==> config.mk <==
export PLATFORM = sky130hd
export DESIGN_NAME = periodic_upwind_advection_row_top_flat
export DESIGN_NICKNAME = d
export VERILOG_FILES = /design/src/hw/rtl/upa_pkg.sv /design/src/hw/rtl/upa_channels.sv /design/src/hw/rtl/upa_front.sv /design/src/hw/rtl/upa_calc.sv /design/src/hw/rtl/periodic_upwind_advection_row_top.sv /design/src/flat_wrapper.sv
export SDC_FILE = /design/constraint.sdc
export NUM_CORES = 2
export LEC_CHECK = 0
export ABC_AREA = 1
export BUFFER_PORTS_ARGS = -buffer_cell sky130_fd_sc_hd__buf_4
export CAP_MARGIN = 5
export CORE_ASPECT_RATIO = 0.8
export CORE_UTILIZATION = 40
export CTS_CLUSTER_SIZE = 40
export DETAILED_ROUTE_END_ITERATION = 6
export PLACE_DENSITY_LB_ADDON = 0.15
export RECOVER_POWER = 25
export SKIP_CTS_REPAIR_TIMING = 1
export SLEW_MARGIN = 20
export SYNTH_ARGS = -nofsm -noshare
export SYNTH_HDL_FRONTEND = slang
export SYNTH_HIERARCHICAL = 1
export SYNTH_SLANG_ARGS = --single-unit
export TNS_END_PERCENT = 1
==> constraint.sdc <==
create_clock -name clk -period 11.46 [get_ports clk]
set_input_delay 0.573 -clock clk [delete_from_list [all_inputs] [get_ports clk]]
set_output_delay 0.573 -clock clk [all_outputs]
set_load 0.02 [all_outputs]
==> src/hw/rtl/upa_pkg.sv <==
`timescale 1ns / 1ps
`default_nettype none

package upa_pkg;

    localparam int MAX_ROW   = 1024;
    localparam int CELL_W    = $clog2(MAX_ROW);
    localparam int SAMPLE_W  = 32;
    localparam int COURANT_W = 16;
    localparam int FRAC_W    = COURANT_W - 1;
    localparam int DIFF_W    = SAMPLE_W + 1;
    localparam int PROD_W    = COURANT_W + DIFF_W;
    localparam int DELTA_W   = PROD_W + 1 - FRAC_W;
    localparam int SUM_W     = DELTA_W + 1;

    localparam logic signed [PROD_W:0] ROUND_BIAS = (PROD_W + 1)'(1 << (FRAC_W - 1));
    localparam logic signed [SAMPLE_W-1:0] SAT_MAX = {1'b0, {(SAMPLE_W - 1){1'b1}}};
    localparam logic signed [SAMPLE_W-1:0] SAT_MIN = {1'b1, {(SAMPLE_W - 1){1'b0}}};

    // One cell update waiting for the arithmetic pipeline.
    typedef struct packed {
        logic signed [SAMPLE_W-1:0]  center;
        logic signed [DIFF_W-1:0]    diff;
        logic signed [COURANT_W-1:0] courant;
        logic [CELL_W-1:0]           pos;
        logic                        last_of_row;
    } job_t;

    typedef struct packed {
        logic job_valid;
        logic extra_valid;
        logic row_open;
    } front_status_t;

endpackage

`default_nettype wire

==> src/hw/rtl/upa_channels.sv <==
`timescale 1ns / 1ps
`default_nettype none

interface upa_in_if;
    logic                 valid;
    logic                 ready;
    logic signed [31:0]   sample;
    logic signed [15:0]   courant;
    logic                 row_last;

    modport source (output valid, sample, courant, row_last, input ready);
    modport sink   (input valid, sample, courant, row_last, output ready);
endinterface

interface upa_out_if;
    logic                 valid;
    logic                 ready;
    logic signed [31:0]   new_sample;
    logic [9:0]           cell_index;
    logic                 row_done;

    modport source (output valid, new_sample, cell_index, row_done, input ready);
    modport sink   (input valid, new_sample, cell_index, row_done, output ready);
endinterface

interface upa_cfg_if;
    logic valid;
    logic ready;
    logic update_sign_mode;

    modport source (output valid, update_sign_mode, input ready);
    modport sink   (input valid, update_sign_mode, output ready);
endinterface

`default_nettype wire

==> src/hw/rtl/upa_front.sv <==
`timescale 1ns / 1ps
`default_nettype none

module upa_front (
    input  wire logic              clk,
    input  wire logic              rst_n,
    upa_in_if.sink                 samples,
    output upa_pkg::job_t          job,
    output logic                   job_valid,
    input  wire logic              job_ready,
    output upa_pkg::front_status_t status
);

    logic                                     row_open_reg, row_open_next;
    logic [upa_pkg::CELL_W-1:0]               count_reg, count_next;
    logic signed [upa_pkg::SAMPLE_W-1:0]      first_reg, first_next;
    logic signed [upa_pkg::SAMPLE_W-1:0]      prev_reg, prev_next;
    logic signed [upa_pkg::COURANT_W-1:0]     courant_reg, courant_next;
    upa_pkg::job_t                            job_reg, job_next;
    upa_pkg::job_t                            extra_reg, extra_next;
    logic                                     job_valid_reg, job_valid_next;
    logic                                     extra_valid_reg, extra_valid_next;

    logic                                     accept;
    logic                                     has0, has1;
    upa_pkg::job_t                            j0, j1;
    logic signed [upa_pkg::DIFF_W-1:0]        s_ext, prev_ext, first_ext;

    // A new word is taken only when the second slot is empty, so a row's last
    // word (two updates) always finds room for both.
    assign samples.ready = !extra_valid_reg && (!job_valid_reg || job_ready);
    assign accept        = samples.valid && samples.ready;

    assign s_ext     = {samples.sample[upa_pkg::SAMPLE_W-1], samples.sample};
    assign prev_ext  = {prev_reg[upa_pkg::SAMPLE_W-1], prev_reg};
    assign first_ext = {first_reg[upa_pkg::SAMPLE_W-1], first_reg};

    always_comb
    begin
        has0 = 1'b0;
        has1 = 1'b0;
        j0   = '0;
        j1   = '0;
        if (!row_open_reg)
        begin
            // A one-cell row updates against itself.
            j0.center      = samples.sample;
            j0.diff        = '0;
            j0.courant     = samples.courant;
            j0.pos         = '0;
            j0.last_of_row = 1'b1;
            has0           = samples.row_last;
        end
        else
        begin
            has0       = 1'b1;
            has1       = samples.row_last;
            j0.courant = courant_reg;
            j1.courant = courant_reg;
            j1.last_of_row = 1'b1;
            if (courant_reg[upa_pkg::COURANT_W-1])
            begin
                j0.center = prev_reg;
                j0.diff   = s_ext - prev_ext;
                j0.pos    = count_reg - upa_pkg::CELL_W'(1);
                j1.center = samples.sample;
                j1.diff   = first_ext - s_ext;
                j1.pos    = count_reg;
            end
            else
            begin
                j0.center = samples.sample;
                j0.diff   = s_ext - prev_ext;
                j0.pos    = count_reg;
                j1.center = first_reg;
                j1.diff   = first_ext - s_ext;
                j1.pos    = '0;
            end
        end
    end

    always_comb
    begin
        row_open_next    = row_open_reg;
        count_next       = count_reg;
        first_next       = first_reg;
        prev_next        = prev_reg;
        courant_next     = courant_reg;
        job_next         = job_reg;
        extra_next       = extra_reg;
        job_valid_next   = job_valid_reg;
        extra_valid_next = extra_valid_reg;

        if (accept)
        begin
            job_next         = j0;
            extra_next       = j1;
            job_valid_next   = has0;
            extra_valid_next = has1;
            prev_next        = samples.sample;
            if (!row_open_reg)
            begin
                courant_next  = samples.courant;
                first_next    = samples.sample;
                row_open_next = !samples.row_last;
                count_next    = samples.row_last ? '0 : upa_pkg::CELL_W'(1);
            end
            else if (samples.row_last)
            begin
                row_open_next = 1'b0;
                count_next    = '0;
            end
            else
            begin
                count_next = count_reg + upa_pkg::CELL_W'(1);
            end
        end
        else if (job_valid_reg && job_ready)
        begin
            job_next         = extra_reg;
            job_valid_next   = extra_valid_reg;
            extra_valid_next = 1'b0;
        end
    end

    always_ff @(posedge clk or negedge rst_n)
    begin
        if (!rst_n)
        begin
            row_open_reg    <= 1'b0;
            count_reg       <= '0;
            job_valid_reg   <= 1'b0;
            extra_valid_reg <= 1'b0;
        end
        else
        begin
            row_open_reg    <= row_open_next;
            count_reg       <= count_next;
            job_valid_reg   <= job_valid_next;
            extra_valid_reg <= extra_valid_next;
        end
    end

    always_ff @(posedge clk)
    begin
        first_reg   <= first_next;
        prev_reg    <= prev_next;
        courant_reg <= courant_next;
        job_reg     <= job_next;
        extra_reg   <= extra_next;
    end

    assign job                = job_reg;
    assign job_valid          = job_valid_reg;
    assign status.job_valid   = job_valid_reg;
    assign status.extra_valid = extra_valid_reg;
    assign status.row_open    = row_open_reg;

endmodule

`default_nettype wire

==> src/hw/rtl/upa_calc.sv <==
`timescale 1ns / 1ps
`default_nettype none

module upa_calc (
    input  wire logic          clk,
    input  wire logic          rst_n,
    input  wire upa_pkg::job_t job,
    input  wire logic          job_valid,
    output logic               job_ready,
    input  wire logic          mode,
    upa_out_if.source          results
);

    logic signed [upa_pkg::PROD_W-1:0]   prod_reg, prod_next;
    logic signed [upa_pkg::SAMPLE_W-1:0] center_reg;
    logic [upa_pkg::CELL_W-1:0]          cell_reg;
    logic                                last_reg;
    logic                                p_valid_reg, p_valid_next;

    logic signed [upa_pkg::SAMPLE_W-1:0] out_sample_reg, out_sample_next;
    logic [upa_pkg::CELL_W-1:0]          out_cell_reg;
    logic                                out_done_reg;
    logic                                out_valid_reg, out_valid_next;

    logic                                out_load, p_adv;
    logic signed [upa_pkg::PROD_W:0]     rounded;
    logic signed [upa_pkg::DELTA_W-1:0]  delta;
    logic signed [upa_pkg::SUM_W-1:0]    center_ext, delta_ext, sum;

    assign out_load  = !out_valid_reg || results.ready;
    assign p_adv     = !p_valid_reg || out_load;
    assign job_ready = p_adv;

    assign prod_next = job.courant * job.diff;

    // Round half up, then floor by the Q1.15 scale.
    assign rounded    = {prod_reg[upa_pkg::PROD_W-1], prod_reg} + upa_pkg::ROUND_BIAS;
    assign delta      = rounded[upa_pkg::PROD_W:upa_pkg::FRAC_W];
    assign center_ext = upa_pkg::SUM_W'(center_reg);
    assign delta_ext  = upa_pkg::SUM_W'(delta);
    assign sum        = mode ? center_ext + delta_ext : center_ext - delta_ext;

    always_comb
    begin
        if (sum > upa_pkg::SUM_W'(upa_pkg::SAT_MAX))
            out_sample_next = upa_pkg::SAT_MAX;
        else if (sum < upa_pkg::SUM_W'(upa_pkg::SAT_MIN))
            out_sample_next = upa_pkg::SAT_MIN;
        else
            out_sample_next = sum[upa_pkg::SAMPLE_W-1:0];
    end

    always_comb
    begin
        p_valid_next   = p_valid_reg;
        out_valid_next = out_valid_reg;
        if (p_adv)
            p_valid_next = job_valid;
        if (out_load)
            out_valid_next = p_valid_reg;
    end

    always_ff @(posedge clk or negedge rst_n)
    begin
        if (!rst_n)
        begin
            p_valid_reg   <= 1'b0;
            out_valid_reg <= 1'b0;
        end
        else
        begin
            p_valid_reg   <= p_valid_next;
            out_valid_reg <= out_valid_next;
        end
    end

    always_ff @(posedge clk)
    begin
        if (p_adv)
        begin
            prod_reg   <= prod_next;
            center_reg <= job.center;
            cell_reg   <= job.pos;
            last_reg   <= job.last_of_row;
        end
        if (out_load)
        begin
            out_sample_reg <= out_sample_next;
            out_cell_reg   <= cell_reg;
            out_done_reg   <= last_reg;
        end
    end

    assign results.valid      = out_valid_reg;
    assign results.new_sample = out_sample_reg;
    assign results.cell_index = out_cell_reg;
    assign results.row_done   = out_done_reg;

endmodule

`default_nettype wire

==> src/hw/rtl/periodic_upwind_advection_row_top.sv <==
//  channel   direction  payload
//  samples   in         sample, courant, row_last
//  results   out        new_sample, cell_index, row_done
//  cfg       in         update_sign_mode
//
//  One sample word is taken per cycle while results is not stalled; the last word of a row
//  holds the input back, because it yields two results and the result side moves one word a cycle.
//  A sample passes through the row tracker register, the product register and the result register.
//  The single 16 by 33 multiplier in the product stage sets the cycle time.
//  rst_n clears the row state and all valid flags asynchronously; the mode resets to 0.
//  A stall on results backs up through the pipeline stage by stage.
`timescale 1ns / 1ps
`default_nettype none

module periodic_upwind_advection_row_top (
    input  wire logic clk,
    input  wire logic rst_n,
    upa_cfg_if.sink   cfg,
    upa_in_if.sink    samples,
    upa_out_if.source results
);

    logic                  mode_reg;
    upa_pkg::job_t         job;
    logic                  job_valid;
    logic                  job_ready;
    upa_pkg::front_status_t status;

    assign cfg.ready = 1'b1;

    always_ff @(posedge clk or negedge rst_n)
    begin
        if (!rst_n)
            mode_reg <= 1'b0;
        else if (cfg.valid)
            mode_reg <= cfg.update_sign_mode;
    end

    upa_front u_front (
        .clk       (clk),
        .rst_n     (rst_n),
        .samples   (samples),
        .job       (job),
        .job_valid (job_valid),
        .job_ready (job_ready),
        .status    (status)
    );

    upa_calc u_calc (
        .clk       (clk),
        .rst_n     (rst_n),
        .job       (job),
        .job_valid (job_valid),
        .job_ready (job_ready),
        .mode      (mode_reg),
        .results   (results)
    );

`ifndef SYNTHESIS
    a_extra_behind_job: assert property (@(posedge clk) disable iff (!rst_n)
        status.extra_valid |-> status.job_valid)
        else $error("second update pending without a first one");

    a_extra_blocks_input: assert property (@(posedge clk) disable iff (!rst_n)
        status.extra_valid |-> !samples.ready)
        else $error("sample word taken while a second update is pending");

    a_row_closes: assert property (@(posedge clk) disable iff (!rst_n)
        samples.valid && samples.ready && samples.row_last |=> !status.row_open)
        else $error("row still open after its last word");
`endif

endmodule

`default_nettype wire
==> src/flat_wrapper.sv <==
// flat-port wrapper written by rule: the top's interface ports become plain ports
module periodic_upwind_advection_row_top_flat 
  (clk, rst_n, cfg_valid, cfg_update_sign_mode, cfg_ready, samples_valid, samples_sample, samples_courant, samples_row_last, samples_ready, results_valid, results_new_sample, results_cell_index, results_row_done, results_ready);
  upa_cfg_if cfg_i ();
  upa_in_if samples_i ();
  upa_out_if results_i ();
  input  wire logic clk;
  input  wire logic rst_n;
  input wire logic [$bits(cfg_i.valid)-1:0] cfg_valid;
  input wire logic [$bits(cfg_i.update_sign_mode)-1:0] cfg_update_sign_mode;
  output wire logic [$bits(cfg_i.ready)-1:0] cfg_ready;
  input wire logic [$bits(samples_i.valid)-1:0] samples_valid;
  input wire logic [$bits(samples_i.sample)-1:0] samples_sample;
  input wire logic [$bits(samples_i.courant)-1:0] samples_courant;
  input wire logic [$bits(samples_i.row_last)-1:0] samples_row_last;
  output wire logic [$bits(samples_i.ready)-1:0] samples_ready;
  output wire logic [$bits(results_i.valid)-1:0] results_valid;
  output wire logic [$bits(results_i.new_sample)-1:0] results_new_sample;
  output wire logic [$bits(results_i.cell_index)-1:0] results_cell_index;
  output wire logic [$bits(results_i.row_done)-1:0] results_row_done;
  input wire logic [$bits(results_i.ready)-1:0] results_ready;
  assign cfg_i.valid = cfg_valid;
  assign cfg_i.update_sign_mode = cfg_update_sign_mode;
  assign cfg_ready = cfg_i.ready;
  assign samples_i.valid = samples_valid;
  assign samples_i.sample = samples_sample;
  assign samples_i.courant = samples_courant;
  assign samples_i.row_last = samples_row_last;
  assign samples_ready = samples_i.ready;
  assign results_valid = results_i.valid;
  assign results_new_sample = results_i.new_sample;
  assign results_cell_index = results_i.cell_index;
  assign results_row_done = results_i.row_done;
  assign results_i.ready = results_ready;
  periodic_upwind_advection_row_top u_core (.clk(clk), .rst_n(rst_n), .cfg(cfg_i), .samples(samples_i), .results(results_i));
endmodule
# Word-level counts from Yosys, hierarchy flattened
# Cells that the tools add are included.
# classes
addsub,7
multipliers,1
n_lt_le_gt_ge,2
muxes,21
bitwise_logic,1
n_reduce_logical,14
# ops
cell,count
92-bit two-way mux,2
65-bit two-way mux,2
91-bit two-way mux,1
32-bit by 32-bit subtractor with 33-bit output,2
"49-bit by 16-bit adder with 50-bit output, second input constant",1
16-bit by 33-bit multiplier with 49-bit output,1
32-bit by 35-bit adder with 36-bit output,1
"36-bit by 32-bit greater-than comparator with 1-bit output, second input constant",1
"36-bit by 32-bit < comparator with 1-bit output, second input constant",1
36-bit two-way mux,1
32-bit by 35-bit subtractor with 36-bit output,1
32-bit two-way mux,1
10-bit two-way mux,3
1-bit two-way mux,11
"10-bit by 1-bit adder with 10-bit output, second input constant",1
"10-bit by 1-bit subtractor with 10-bit output, second input constant",1
1-bit logical NOT,5
2-bit AND reduction,2
1-bit logical AND,3
1-bit logical OR,3
2-bit nonzero test,1
1-bit inverter,1
# word_totals
reg_bits,415
output_inout_bits,46
wordCells,73

# Longest topological paths before layout
# depth
word_depth,7
mapped_depth,33
ltp_nobuf,32

# Cells and area by module
# The synthesis kept the hierarchy.
# modules_own_cells
module,n_inst,cells_per_inst,area_per_inst_um2,seq_area_each_um2
upa_calc,1,3412,27093.5,3683.5
upa_front,1,1892,15743.8,8252.9
periodic_upwind_advection_row_top,1,7,51.3,25.0

# Worst setup path before layout
# No wires, ideal clock.
# synth_timing
path_kind,register -> register
from,register u_core.u_front.job_reg (netlist bit u_core/u_front/job[33])
to,"register u_core/u_calc/prod_reg[43] in the netlist's numbering, data pin"
setup_ps,252
arrival_ps,5871
required_time_ps,11208
setup_slack_ps,5336
stages_incl_launch_ff,26
path_buffers,2
synth_period_minus_slack_ps,6124
cell_sequence,edfxtp_1 clkbuf_1 clkbuf_1 nor2_1 fa_1 inv_1 fa_1 fa_1 fa_1 fa_1 fa_1 inv_1 ha_1 nand2_1 nor2_1 inv_1 nor2_1 inv_1 nor4b_1 a21oi_1 o21ai_0 nand3_1 nand2_1 nand2_1 nand3_1 nand2_1
# synth_via
elab_chain_cells,1
# synth_rtl
item,line,text
from (decl),upa_front.sv:19,"upa_pkg::job_t job_reg, job_next;"
from (signal assigned),upa_front.sv:149,job_reg <= job_next;
16-bit by 33-bit multiplier with 49-bit output,upa_calc.sv:34,assign prod_next = job.courant * job.diff;
net u_core.u_calc.prod_next (one bit),upa_calc.sv:14,"logic signed [upa_pkg::PROD_W-1:0] prod_reg, prod_next;"
to (signal assigned),upa_calc.sv:81,prod_reg <= prod_next;
to (decl),upa_calc.sv:14,
# The timed path passes the listed nets, and every way through them passes these cells.
# A chain may end at the register's enable or synchronous reset.

# Worst setup path in the final report
# layout_timing
from,register u_core.u_front.job_reg (netlist bit u_core/u_front/job[22])
to,"register u_core/u_calc/prod_reg[43] in the netlist's numbering, data pin"
# The elaborated chain is that of the path after synthesis.

==> results by group <==
Run status
  • Violated checks: capacitance limit, slew limit
  • Result of the run: finished with violations

Timing
  • Worst Skew: 0.0340 ns
  • Headroom to the max-slew limit: -60.8%
  • Actual transition at the worst max-transition pin: 2.41 ns
  • Count of final hold-check violations: 0
  • Maximum operating frequency: 144 MHz
  • Unrepaired setup endpoints after global routing: no
  • Final Max Slew Viols: 44
  • Final cycle utilization of the critical path: 60.7%
  • Fin crit period: 6.96 ns
  • Total of endpoints with negative setup slack in the final report: 0
  • Setup TNS: 0 ns

Clock network
  • CTS Buf Count: 46
  • Number of buffers on the longest clock path: 3
  • Clock net sink count: 401
  • Clock transition at the registers of the reported paths: 0.06 ns
  • Clock tree from TritonCTS: built
  • Depth of the CTS H-tree: 2
  • Clock network latency to the later pin of the worst-skew pair: 0.62 ns
  • Clock tree root buffer cell: clkbuf_16

Detailed routing
  • Vias per inst: 4.95
  • WL per Instance: 18.3 um
  • Antenna violation net count after detailed routing: 0
  • Post-detailed-route DRC marker count: 0
  • Routed wire length: 124000 um
  • 1st-pass router iterations: 6
  • Detailed-route via count: 33.7k
  • Starting DRT DRC Count: 3175

Finish
  • Most used cells in the layout excluding fill and tap cells: nand2_1, inv_1, fa_1, edfxtp_1, nor2_1
  • Area growth, synth to finish: 8.44%
  • Most common library cell in the layout ignoring fill and taps: nand2_1
  • Proportion of layout cells with a drive suffix above 1: 5.10%
  • Total Nets Final: 6116

Floorplan
  • Initial Util: 40.3%
  • Cell Rows: 107
  • Die area: 108000 um2
  • Horizontal die dimension: 368 um
  • # IOs: 101
  • Core region area: 106000 um2
  • Vert. Die Dim: 295 um

Logic synthesis
  • Number of synthesis warnings: 6
  • Combined area of all synthesized cells: 42900 um2
  • Mapped Nets: 6082
  • Synthesized area per cell: 8.08 um2
  • Number of instances in the synthesized netlist: 5308

GRT
  • Global-route wire length before repair: 193000 um
  • Vias in the first global route: 32.5k
  • Pin count of the biggest net entering global routing: 71
  • All-Layer GR Usage: 23.1%
  • Number of antenna violations at the first check in global routing: 6
  • Remaining Overflow, GRT: 0

Critical path
  • Crit end category: register
  • Data arrival time of the worst path: 7.31 ns
  • Biggest fanout along the worst timing path: 21
  • Worst Setup Path Type: reg -> reg
  • Startpoint class of the critical path: register
  • Worst reg2reg setup slack: 4.50 ns
  • Data required time at the worst endpoint: 11.81 ns

Placed design
  • Count of port buffers added during placement: 99
  • Final GP Congestion: 0.949
  • HPWL after detailed placement: 98400 um

Job
  • Total of max-cap violations: 1

Hold path
  • Worst min-delay path class: in -> reg
[metrics by stage]
| stage | instances | worst slack, ns | hold slack, ns | utilization, % | instance area, um2 |
|---|---|---|---|---|---|
| finish | 6796 | 4.50 | 0.176 | 43.7 | 46500 |
| global route | 6795 | 4.00 | 0.156 | 43.7 | 46500 |
| CTS | 6793 | 4.54 | -0.203 | 43.9 | 46700 |
| detailed placement | 6710 | 4.58 | 0.405 | 42.4 | 45100 |
| global placement | 6710 | 4.66 | 0.401 | 42.4 | 45100 |
| floorplan | 5308 | 5.34 | 0.277 | - | 42900 |
[layer usage]
| layer | wire length [um] | track usage (%) | share of wire, % | vias up |
|---|---|---|---|---|
| met5 | 0 | 0 | 0 | - |
| met4 | 1810 | 3.86 | 1.5 | 0 |
| met3 | 8070 | 2.89 | 6.5 | 103 |
| met2 | 52600 | 34.2 | 42 | 1077 |
| met1 | 61900 | 36.1 | 50 | 16300 |
| li1 | - | - | - | 16200 |
[worst max-delay path, cell delays in order, from the launching register on]
cell and delay [ns]:
edfxtp_1 0.68, buf_4 0.41, nand2_1 0.09, inv_1 0.08
fa_1 0.41, inv_1 0.08, fa_1 0.44, fa_1 0.52
fa_1 0.53, fa_1 0.53, fa_1 0.56, inv_1 0.04
ha_1 0.41, nand2_1 0.12, nor2_1 0.12, inv_1 0.06
nor2_1 0.14, inv_1 0.06, nor4b_1 0.47, a21oi_1 0.21
o21ai_0 0.30, nand3_1 0.11, nand2_1 0.11, nand2_1 0.07
nand3_1 0.07, nand2_1 0.05
[path summary, 6_finish.rpt]
path                                   startpoint                      endpoint  cells after the start
setup / recovery           u_core/u_front/job[22]    u_core/u_calc/prod_reg[43]                     25
hold / removal               cfg_update_sign_mode               u_core/mode_reg                      3
setup reg to reg           u_core/u_front/job[22]    u_core/u_calc/prod_reg[43]                     25
hold reg to reg            u_core/u_front/job[85]  u_core/u_calc/center_reg[25]                      0
max in group asynchronous                   rst_n   u_core/u_front/row_open_reg                      2
min in group asynchronous                   rst_n   u_core/u_front/count_reg[9]                      2
[layout make-up]
class	count	area, um2
Sequential cell	401	12000
Antenna cell	2	5.00
Fill cell	10800	59800
Tap cell	1417	1770
Clock buffer	52	1180
Multi-Input combinational cell	3523	25600
Clock inverter	31	420
Inverter	1222	4590
Timing Repair Buffer	148	937
Power is not shown: default switching activity piles up to over one toggle a cycle in this logic, so the estimate is an artifact.
